--- src/design/sstbs_pkg.sv ---
package sstbs_pkg;

  // Table geometry
  localparam int TABLE_DEPTH = 256;
  localparam int ENTRY_CHARS = 8;
  localparam int ADDR_W      = $clog2(TABLE_DEPTH);

  // Field widths of the channels and the length register
  localparam int IDX_W   = 8;
  localparam int WORD_W  = 64;
  localparam int KC_W    = 4;
  localparam int LEN_W   = 9;
  localparam int MATCH_W = 9;

  // Interval bounds run up to length + 1
  localparam int CNT_MIN_W = $clog2(TABLE_DEPTH + 2);
  localparam int CNT_W     = (CNT_MIN_W > LEN_W) ? CNT_MIN_W : LEN_W;

  // Queue between front and back end (power of two)
  localparam int QUEUE_DEPTH = 2;
  localparam int QPTR_W      = $clog2(QUEUE_DEPTH);

  // Action codes on the input channel
  localparam logic ACT_LOAD   = 1'b0;
  localparam logic ACT_SEARCH = 1'b1;

  typedef enum logic {
    OP_LOAD,
    OP_SEARCH
  } op_e;

  // One queued command: load carries text, search carries the masked key
  typedef struct packed {
    op_e                 op;
    logic [ADDR_W-1:0]   addr;
    logic [WORD_W-1:0]   word;
    logic [WORD_W-1:0]   mask;
  } queue_item_t;

  typedef struct packed {
    logic full;
    logic empty;
  } q_status_t;

  // Keep the leading kc characters, first character in the top byte
  function automatic logic [WORD_W-1:0] lead_mask(input logic [KC_W-1:0] kc);
    logic [KC_W-1:0] kc_c;
    kc_c      = (kc > KC_W'(ENTRY_CHARS)) ? KC_W'(ENTRY_CHARS) : kc;
    lead_mask = '0;
    for (int b = 0; b < WORD_W / 8; b++) begin
      lead_mask[WORD_W-1-8*b -: 8] = (KC_W'(b) < kc_c) ? 8'hFF : 8'h00;
    end
  endfunction

endpackage

--- src/design/sstbs_req_if.sv ---
interface sstbs_req_if;
  import sstbs_pkg::*;

  logic                valid;
  logic                ready;
  logic                action;
  logic [IDX_W-1:0]    entry_index;
  logic [WORD_W-1:0]   entry_text;
  logic [WORD_W-1:0]   search_key;
  logic [KC_W-1:0]     key_chars;

  modport source (
    output valid, action, entry_index, entry_text, search_key, key_chars,
    input  ready
  );

  modport sink (
    input  valid, action, entry_index, entry_text, search_key, key_chars,
    output ready
  );
endinterface

--- src/design/sstbs_front.sv ---
module sstbs_front (
  sstbs_req_if.sink             req,
  input  sstbs_pkg::q_status_t  q_stat_i,
  output logic                  push_o,
  output sstbs_pkg::queue_item_t item_o
);
  import sstbs_pkg::*;

  logic load_in_range;

  // Take a transfer whenever the queue has room
  assign req.ready = !q_stat_i.full;

  // Loads beyond the table are dropped here and never reach the back end
  assign load_in_range = ({{(CNT_W-IDX_W){1'b0}}, req.entry_index} < CNT_W'(TABLE_DEPTH));

  assign push_o = req.valid && !q_stat_i.full
                  && ((req.action == ACT_SEARCH) || load_in_range);

  // Classify and pre-mask the key so the back end only compares
  always_comb begin
    item_o.addr = ADDR_W'(req.entry_index);
    if (req.action == ACT_SEARCH) begin
      item_o.op   = OP_SEARCH;
      item_o.mask = lead_mask(req.key_chars);
      item_o.word = req.search_key & item_o.mask;
    end else begin
      item_o.op   = OP_LOAD;
      item_o.mask = '0;
      item_o.word = req.entry_text;
    end
  end
endmodule

--- src/flat_wrapper.sv ---
// flat-port wrapper written by rule: the top's interface ports become plain ports
module sstbs_front_flat import sstbs_pkg::*;
  (q_stat_i, push_o, item_o, req_valid, req_action, req_entry_index, req_entry_text, req_search_key, req_key_chars, req_ready);
  sstbs_req_if req_i ();
  input  sstbs_pkg::q_status_t q_stat_i;
  output logic push_o;
  output sstbs_pkg::queue_item_t item_o;
  input wire logic [$bits(req_i.valid)-1:0] req_valid;
  input wire logic [$bits(req_i.action)-1:0] req_action;
  input wire logic [$bits(req_i.entry_index)-1:0] req_entry_index;
  input wire logic [$bits(req_i.entry_text)-1:0] req_entry_text;
  input wire logic [$bits(req_i.search_key)-1:0] req_search_key;
  input wire logic [$bits(req_i.key_chars)-1:0] req_key_chars;
  output wire logic [$bits(req_i.ready)-1:0] req_ready;
  assign req_i.valid = req_valid;
  assign req_i.action = req_action;
  assign req_i.entry_index = req_entry_index;
  assign req_i.entry_text = req_entry_text;
  assign req_i.search_key = req_search_key;
  assign req_i.key_chars = req_key_chars;
  assign req_ready = req_i.ready;
  sstbs_front u_core (.req(req_i), .q_stat_i(q_stat_i), .push_o(push_o), .item_o(item_o));
endmodule
--- config.mk ---
export PLATFORM = sky130hd
export DESIGN_NAME = sstbs_front_flat
export DESIGN_NICKNAME = d
export VERILOG_FILES = /design/src/design/sstbs_pkg.sv /design/src/design/sstbs_req_if.sv /design/src/design/sstbs_front.sv /design/src/flat_wrapper.sv
export SDC_FILE = /design/constraint.sdc
export NUM_CORES = 1
export LEC_CHECK = 0
export ABC_AREA = 1
export BUFFER_PORTS_ARGS = -buffer_cell sky130_fd_sc_hd__buf_2
export CORE_AREA = 3 3 110 112
export DETAILED_ROUTE_END_ITERATION = 8
export DIE_AREA = 0 0 113 115
export SLEW_MARGIN = 20
export SYNTH_ARGS = -nofsm -noshare
export SYNTH_HDL_FRONTEND = slang
export SYNTH_SLANG_ARGS = --single-unit
--- constraint.sdc ---
create_clock -name vclk -period 1.3
set_clock_uncertainty 0.15 [all_clocks]
set_input_delay 0.065 -clock vclk [all_inputs]
set_output_delay 0.065 -clock vclk [all_outputs]
set_load 0.01 [all_outputs]
After elaboration in Yosys (flattened, before gate mapping)
Cells that the tools add are included.

storage, ports and cells
  flip-flop bits (word level) = 0
  input bits = 144
  output and inout port bits = 139
  logic and storage cells = 23

cells by class
  magnitude comparators = 9
  multiplexer cells = 11
  bitwise operators = 1
  reductions and logical operators = 2

operators by type and width
  operator                                                    number
  2-to-1 mux 128 bit                                          1
  AND 64 bit                                                  1
  2-to-1 mux 8 bit                                            8
  less-than comparator 3 x 4 -> 1 bit (first input constant)  4
  less-than comparator 1 x 4 -> 1 bit (first input constant)  2
  less-than comparator 2 x 4 -> 1 bit (first input constant)  2
  greater-than comparator 4 bit (second input constant)       1
  2-to-1 mux 4 bit                                            1
  logical AND 1 bit                                           1
  zero test 1 bit                                             1
  2-to-1 mux 1 bit                                            1

Depth between registers and ports, before layout
  depth in word-level cells = 6
  mapped depth = 5
  mapped depth without buffers = 4

Least setup slack after synthesis
Ideal clock, no wire load.

  kind = input -> output
  start = input req_action
  end = output item_o[25] in the netlist's numbering
  arrival time = 1.071 ns
  data required time = 1.085 ns
  setup slack = 0.014 ns
  stages = 4
  path buffers = 2
  cell sequence = buf_4 -> o21ai_0 -> a21oi_1 -> buf_4

RTL lines
  item             line               text
  start, declared  flat_wrapper.sv:9  input wire logic [$bits(req_i.action)-1:0] req_action;
  end, declared    flat_wrapper.sv:7  output sstbs_pkg::queue_item_t item_o;

==> flow_metrics.tcl <==
set metrics [dict create \
    relSlewSlack 0.804 \
    wl_met2_mm 4.03 \
    wl_met1_mm 3.02 \
    irDropWorstVdd_uv 151 \
    rsz0062_at_grt "no" \
    die_x_um 113 \
    grt_pass1_wl_mm 10.1 \
    start_util 0.126 \
    p_per_area_nw_per_um2 397 \
    end_kind "output port" \
    routed_via_density 3.87 \
    crit_family "buffers and inverters" \
    endpoint "item_o[93]" \
    drc 0 \
    maxSlewViolCount 0 \
    final_common_cell "buf_2" \
    port_buffers 266 \
    seq_area_frac_synth 0 \
    ioPinCount 283 \
    required_ns 1.09 \
    place.gp.congestion 0.766 \
    fin_setup_tns_ns 0 \
    seq_area_um2 0 \
    synth_fa_ha_area_frac 0 \
    fin_crit_ns 1.23 \
    track_usage 0.0935 \
    top_layer "met3" \
    hold_path_class "input port to output port" \
    synthCells 293 \
    worst_hold_slack_ns 0.218 \
    drtPass1Iterations 4 \
    nFlopsAndLatches 0 \
    cp_slowest_cell "buf_4" \
    hpwlAfterDp_mm 6.16 \
    synth_cell_type_count 12 \
    syn_to_final_growth_pct 98.9 \
    antennaDiodeCount 0 \
    nNetsFinal 662 \
    synth_xor_area_frac 0 \
    die_y_um 115 \
    layout_common_cells "buf_2 (263), nand2_1 (155), nand3_1 (39)" \
    grt.overflow.total 0 \
    wl_per_cell_um 11.7 \
    yosys.area_share.simple 0.581 \
    hold_viol_final 0 \
    synth_area_leaders "nand2_1 (42%), buf_4 (35%), nand3_1 (14%)" \
    rows 39 \
    startpoint_type "input port" \
    cap_violations 0 \
    grt_max_degree 35 \
    clock_buffers 0 \
    core-area_um2 11300 \
    first_global_vias 2076 \
    setup_viol 0 \
    finalPower_uw 1120 \
    synth_top_area_frac 0.420 \
    drive_gt1_frac 0.593 \
    yosys_warnings 0 \
    crit_chain "buf_4, nor2_4, buf_4, nor2_4, buf_12, buf_12, nand3_1, nand2_1, buf_2" \
    status "complete, no violations" \
    netlist_area_um2 1420 \
    ant_nets 0 \
    synth_top_family_by_area "simple AND/OR/NAND/NOR gates" \
    vias 2548 \
    synth.mux.area_fraction 0 \
    synth.avg_cell_area_um2 4.85 \
    synth_top_cell_by_area "nand2_1" \
    cpPeakStageDelay_ns 0.13 \
    wirelength_mm 7.72 \
    worstPathBufferInverterCount 5 \
    critPathMaxFanout 8 \
    antenna_found_initial 0 \
    crit_type "input port to output port" \
    critPathArrivalTime_ns 1.02 \
    design.die.area_um2 13000 \
    cp.depth 9 \
    p_leak_uw 0.00193 \
    fin_crit_sh 0.946 \
    fmax_mhz 813 \
    wl_met3_um 678 \
    fillers 1295 \
    synth_compound_area_frac 0.0211 \
    tightest_slew_ns 0.294 \
    crit_start "req_key_chars[3]" \
    drtIter0Drc 68 \
    synth_nets 437 \
]
cells by family after synthesis:
logic type | after synthesis
compound gates | 6
simple gates | 205
buf+inv | 82
layer usage:
layer	track usage	up-vias
met5	0	-
met4	0.000801	0
met3	0.00421	0
met2	0.192	155
met1	0.113	1101
li1	-	1292
layout make-up:
cell class                      count  area [µm²]  share of cell area
Timing Repair inverter              1        5.00             0.00177
Inverter                            5        22.5             0.00796
Multi-Input combinational cell    211         910               0.322
Tap cell                          143         179              0.0633
Timing Repair Buffer              299        1710               0.605
stage by stage:
step	instances	setup WS [ns]	util	cell area [µm²]
global route	659	0.00341	0.250	2830
finish	659	0.0697	0.250	2830
detailed placement	645	-0.267	0.228	2580
global placement	645	-0.270	0.228	2580
floorplan	293	0.0136	-	1420
CTS	653	-0.0391	0.237	2680
report_power, final:
group / switching, µW / total (µW) / internal [µW]
Combinational: 587 / 1120 / 535
Clock: 0 / 0 / 0
Sequential: 0 / 0 / 0
worst min path at each step:
stage	startpoint	endpoint	slack, ns	cells after the start
global placement	req_entry_index[2]	item_o[130]	-0.02	0
CTS	q_stat_i[1]	req_ready	0.22	3
floorplan	q_stat_i[1]	req_ready	0.02	1
finish	q_stat_i[1]	req_ready	0.22	3
detailed placement	req_entry_index[2]	item_o[130]	-0.02	0
global route	q_stat_i[1]	push_o	0.24	3
synthesized netlist by cell type, drive strengths merged:
cell type,number
inv,4
nor2,4
o21ai,1
a21oi,5
buf,74
nand3,41
clkinv,1
nand2,160
clkbuf,3
what timing repair did:
action                                 4_1_cts  5_1_grt
buffers inserted                             0        2
hold buffers                                 8        0
endpoints found under the hold margin        8        0
gates resized for setup                      5       14
pin swaps                                    0        3
setup endpoints to repair                   58       51
gates cloned                                 0        4
No activity file was read; power rests on OpenSTA's default activity.
