### config.mk
export PLATFORM = sky130hd
export DESIGN_NAME = sstbs_queue
export DESIGN_NICKNAME = d
export VERILOG_FILES = /design/src/design/sstbs_pkg.sv /design/src/design/sstbs_queue.sv
export SDC_FILE = /design/constraint.sdc
export NUM_CORES = 1
export LEC_CHECK = 0
export BUFFER_PORTS_ARGS = -buffer_cell sky130_fd_sc_hd__buf_2
export CELL_PAD_IN_SITES_DETAIL_PLACEMENT = 1
export CELL_PAD_IN_SITES_GLOBAL_PLACEMENT = 1
export CORE_ASPECT_RATIO = 0.5
export CORE_MARGIN = 4
export CORE_UTILIZATION = 40
export CTS_CLUSTER_DIAMETER = 150
export DETAILED_ROUTE_END_ITERATION = 16
export PLACE_DENSITY = 0.7
export SYNTH_ARGS = -nofsm -noshare
export SYNTH_HDL_FRONTEND = slang
export SYNTH_SLANG_ARGS = --single-unit
### constraint.sdc
create_clock -name clk_i -period 16.5 [get_ports clk_i]
set_input_delay 2.475 -clock clk_i [delete_from_list [all_inputs] [get_ports clk_i]]
set_output_delay 2.475 -clock clk_i [all_outputs]
set_load 0.05 [all_outputs]
### src/design/sstbs_pkg.sv
package sstbs_pkg;

  // Table geometry
  localparam int TABLE_DEPTH = 256;
  localparam int ENTRY_CHARS = 8;
  localparam int ADDR_W      = $clog2(TABLE_DEPTH);

  // Field widths of the channels and the length register
  localparam int IDX_W   = 8;
  localparam int WORD_W  = 64;
  localparam int KC_W    = 4;
  localparam int LEN_W   = 9;
  localparam int MATCH_W = 9;

  // Interval bounds run up to length + 1
  localparam int CNT_MIN_W = $clog2(TABLE_DEPTH + 2);
  localparam int CNT_W     = (CNT_MIN_W > LEN_W) ? CNT_MIN_W : LEN_W;

  // Queue between front and back end (power of two)
  localparam int QUEUE_DEPTH = 2;
  localparam int QPTR_W      = $clog2(QUEUE_DEPTH);

  // Action codes on the input channel
  localparam logic ACT_LOAD   = 1'b0;
  localparam logic ACT_SEARCH = 1'b1;

  typedef enum logic {
    OP_LOAD,
    OP_SEARCH
  } op_e;

  // One queued command: load carries text, search carries the masked key
  typedef struct packed {
    op_e                 op;
    logic [ADDR_W-1:0]   addr;
    logic [WORD_W-1:0]   word;
    logic [WORD_W-1:0]   mask;
  } queue_item_t;

  typedef struct packed {
    logic full;
    logic empty;
  } q_status_t;

  // Keep the leading kc characters, first character in the top byte
  function automatic logic [WORD_W-1:0] lead_mask(input logic [KC_W-1:0] kc);
    logic [KC_W-1:0] kc_c;
    kc_c      = (kc > KC_W'(ENTRY_CHARS)) ? KC_W'(ENTRY_CHARS) : kc;
    lead_mask = '0;
    for (int b = 0; b < WORD_W / 8; b++) begin
      lead_mask[WORD_W-1-8*b -: 8] = (KC_W'(b) < kc_c) ? 8'hFF : 8'h00;
    end
  endfunction

endpackage

### src/design/sstbs_queue.sv
module sstbs_queue (
  input  logic                   clk_i,
  input  logic                   rst_ni,
  input  logic                   push_i,
  input  sstbs_pkg::queue_item_t item_i,
  input  logic                   pop_i,
  output sstbs_pkg::queue_item_t head_o,
  output sstbs_pkg::q_status_t   stat_o
);
  import sstbs_pkg::*;

  queue_item_t       slot_q [QUEUE_DEPTH];
  logic [QPTR_W-1:0] wr_ptr_q, rd_ptr_q;
  logic [QPTR_W:0]   count_q;

  assign stat_o.full  = (count_q == (QPTR_W+1)'(QUEUE_DEPTH));
  assign stat_o.empty = (count_q == '0);
  assign head_o       = slot_q[rd_ptr_q];

  // Pointers and fill count
  always_ff @(posedge clk_i or negedge rst_ni) begin
    if (!rst_ni) begin
      wr_ptr_q <= '0;
      rd_ptr_q <= '0;
      count_q  <= '0;
    end else begin
      if (push_i) wr_ptr_q <= wr_ptr_q + QPTR_W'(1);
      if (pop_i)  rd_ptr_q <= rd_ptr_q + QPTR_W'(1);
      if (push_i && !pop_i)      count_q <= count_q + (QPTR_W+1)'(1);
      else if (pop_i && !push_i) count_q <= count_q - (QPTR_W+1)'(1);
    end
  end

  // Storage
  always_ff @(posedge clk_i) begin
    if (push_i) slot_q[wr_ptr_q] <= item_i;
  end
endmodule

# Word level (Yosys, flattened, before mapping)
# Memory sizes are Yosys's and may differ from the RTL's.
# Cells that the tools add are included.
# W data, S select, Z words.
# word_totals
mem_count	1
output_inout_bits	139
ramBits	274
input_bits	141
elab_cells	19
ff_bits	4
# mem_list
memory	words	word_bits	read_ports	rd_clocked_by_memory_dff	write_ports	line	rtl
slot_q	2	137	1	0	1	sstbs_queue.sv:12	queue_item_t slot_q [QUEUE_DEPTH];
# op_classes
n_eq_ne	1
n_mux	4
n_reduce_logical	6
addsub	4
# op_table
cell	n
$mux W2	2
$add A1 B1 Y1 const B	2
$add A2 B1 Y2 const B	1
$eq A2 B2 Y1 const B	1
$logic_and A1 B1 Y1	2
$logic_not A1 Y1	2
$logic_not A2 Y1	1
$mux W1	2
$reduce_bool A2 Y1	1
$sub A2 B1 Y2 const B	1

# Depth between registers and ports, before layout
# logic_depth
word_depth	4
mapped_depth	5

# Worst setup path before layout
# OpenSTA, ideal clock, no wires.
# synth_timing
path_type	input to register
from	in push_i
to	mem slot_q[0][0] (netlist bit), enable pin
t_required_ns	15.849
slack_ns	7.441
stages	1
path_buffers	0
arrival_ns	8.408
path_cell_list	nor2b_1
# synth_via
elab_chain_len	2
# synth_rtl
element	line	rtl
start: declaration	sstbs_queue.sv:4	input logic push_i,
$mux W1	sstbs_queue.sv:36	if (push_i) slot_q[wr_ptr_q] <= item_i;
$mux W1 (not written as such)	sstbs_queue.sv:36	
end: declaration	sstbs_queue.sv:12	
# No other way between the ends.

==> flow_summary_export.csv <==
group,metric,value,unit
status,outcome,"finished clean",
drt,wl_met2,13500,um
yosys,synth-seq-cells,278,
setup_path,crit_arrival,3.27,ns
global_route,grt.total_usage,0.161,
floorplanning,core-area,24400,um^2
setup_path,slowest_stage,"dfrtp_4",
drt,antenna_left,0,
clock_tree,post_cts_resized,0,
yosys,synth_fp_nets,584,
final_layout,syn_to_final_growth,25.3,%
drt,drt-met1-wl,8310,um
clock_tree,cts_buffer_depth,3,
timing,skew,0.00487,ns
global_route,grt_max_degree,84,
final_layout,multi_input_area,1640,um^2
final_layout,drive_gt1_frac,0.611,
floorplanning,die_area,28100,um^2
yosys,ys_seq_area_frac,0.823,
yosys,synthDistinctLibCells,12,
power_and_ir_drop,p_leak,4.74,nW
setup_path,path_cells,"buf_4 -> mux2_2 -> buf_2",
hold_path,min_path_type,"reg -> reg",
yosys,synth.avg_cell_area,22.9,um^2
setup_path,endpoint_kind,"output port",
clock_tree,h-tree-depth,1,
timing,fin_hold_ws,0.495,ns
setup_path,critPathKind,"reg -> out",
setup_path,cpPeakStageDelay,1.17,ns
drt,wirelength,23400,um
placed_design,io_buffers,279,
setup_path,path_max_fanout,83,
power_and_ir_drop,power_density,206,nW/um^2
clock_tree,numCtsBuffers,26,
clock_tree,cts_sinks,278,
placed_design,dp_hpwl,16000,um
yosys,yosysWarnings,0,
yosys,syn-cell-area,10100,um^2
setup_path,worstPathRequired,14.03,ns
floorplanning,start_util,0.414,
drt,wl_met3,820,um
timing,hold_violations,0,
yosys,syn_inst,442,
timing,rsz0062_at_grt,"false",
timing,post-route-min-period,5.75,ns
global_route,grt_overflow,0,
timing,worst_pin_slew,1.17,ns
power_and_ir_drop,peakVddDrop,0.147,mV
global_route,grt_pass1_vias,5814,
timing,slew_violations,0,
run,cap_violations,0,
drt,drcViolationCount,0,
drt,vias,5219,
clock_tree,path_clk_slew,0.06,ns
timing,setup-tns-final,0,ns
final_layout,nets,882,
timing,setup_viol_count_final,0,
setup_path,start_kind,"flip-flop",
global_route,grt_pass1_wl,34100,um
drt,dr.max_layer_used,"met4",
drt,wl_per_cell,21.2,um
clock_tree,cts_tree,"done",
floorplanning,row_count,40,
clock_tree,ctsRootBufferMaster,"clkbuf_16",
clock_tree,postCtsHoldBufs,0,
floorplanning,die_h,120,um
timing,slew_headroom,0.221,
power_and_ir_drop,power.total,2.61,mW
final_layout,regArea,8330,um^2
drt,first_pass_iters,5,
timing,min_period_over_period,0.348,
drt,drt-initial-drc-count,297,
floorplanning,die_w,233,um
floorplanning,ios,280,
clock_tree,clkLatencyLatePin,0.53,ns
final_layout,fill_cells,2334,
placed_design,gp_congestion,0.728,
drt,viasPerCell,4.72,
timing,max_freq,0.174,GHz
clock_tree,cts_setup_buffers,0,
global_route,antenna_found_initial,11,
-- area by class of cell --
type | instances | share of cell area
well taps | 336 | 0.0331
clock buffers | 33 | 0.0550
flip-flops and latches | 278 | 0.657
diodes | 11 | 0.00217
repair buffers | 285 | 0.114
multi-input cells | 148 | 0.129
clock inverters | 14 | 0.00996
inverters | 1 | 0.000296
-- power by group --
group	internal (mW)	switching (mW)	leakage [nW]
sequential	0.937	0.0731	2.62
combinational	0.271	0.743	1.72
clock	0.332	0.253	0.409
total	1.54	1.07	4.74
-- placed cells by master (no fill, tap or decap) --
cell / Yosys / routed
diode_2: 0 / 11
clkinvlp_4: 0 / 1
clkinv_1: 0 / 2
nor2b_1: 2 / 1
buf_2: 1 / 279
nor2b_4: 0 / 1
nor2_1: 2 / 2
dfrtp_4: 0 / 1
and2_4: 0 / 1
inv_8: 0 / 1
clkbuf_16: 0 / 27
dfrtp_1: 4 / 3
clkbuf_1: 0 / 6
edfxtp_1: 274 / 274
mux2_2: 137 / 137
ha_1: 1 / 1
xor2_1: 4 / 4
buf_4: 0 / 6
clkinv_2: 0 / 8
bufinv_16: 0 / 2
xnor2_1: 1 / 1
inv_1: 1 / 1
-- synthesized netlist by cell type --
cell      instances  share of area
xnor2_1           1        0.00087
mux2_2          137           0.15
ha_1              1         0.0012
nor2b_1           2         0.0012
nor2_1            2        0.00074
inv_1             1        0.00037
buf_2             1        0.00049
and2_1            1        0.00062
edfxtp_1        274           0.81
xor2_1            4         0.0035
dfrtp_1           4         0.0099
buf_6            14          0.016
-- worst max-delay path, delay by kind of cell (launching register included) --
family	cells	cell delay, ns
flops	1	1.17
buf+inv	2	0.97
mux	1	0.42
-- registers in the layout, summed over array words and instances (netlist names) --
register  cells
rd_ptr_q      1
wr_ptr_q      1
count_q       2
slot_q      274
-- final timing paths --
| check | start | to | slack (ns) | cells after the start |
|---|---|---|---|---|
| max in group asynchronous | rst_ni | rd_ptr_q$_DFFE_PN0P_ | 14.62 | 1 |
| setup reg to reg | wr_ptr_q$_DFFE_PN0P_ | slot_q[1][60]$_DFFE_PP_ | 14.37 | 2 |
| hold reg to reg | count_q[1]$_DFFE_PN0P_ | count_q[1]$_DFFE_PN0P_ | 0.49 | 1 |
| hold / removal | count_q[1]$_DFFE_PN0P_ | count_q[1]$_DFFE_PN0P_ | 0.49 | 1 |
| setup / recovery | rd_ptr_q$_DFFE_PN0P_ | head_o[44] | 10.75 | 3 |
| min in group asynchronous | rst_ni | rd_ptr_q$_DFFE_PN0P_ | 1.74 | 1 |
-- metrics by stage --
stage / instance area, um^2 / util / std cells / setup slack, ns
2_1_floorplan: 10100 / - / 442 / 7.44
3_3_place_gp: 11800 / 0.484 / 1048 / 11.31
3_5_place_dp: 11800 / 0.484 / 1048 / 11.30
4_1_cts: 12700 / 0.518 / 1095 / 10.72
5_1_grt: 12700 / 0.519 / 1106 / 10.59
6_report: 12700 / 0.519 / 1106 / 10.75
-- logic make-up (layout without fill, tap and decap cells) --
kind of cell	after synthesis	after routing	synth area share
buffers and inverters	16	333	0.0164
AND/OR/NAND/NOR	5	5	0.00260
XOR/XNOR	5	5	0.00433
flip-flops	278	278	0.823
adder cells (fa/ha/maj)	1	1	0.00124
other	0	11	0
multiplexers	137	137	0.152
-- metal layers --
layer	vias up	track usage
li1	2384	-
met1	2671	0.167
met2	114	0.313
met3	50	0.0332
met4	0	0.0686
met5	-	0
Note: power is estimated with default switching activity, not from simulation.
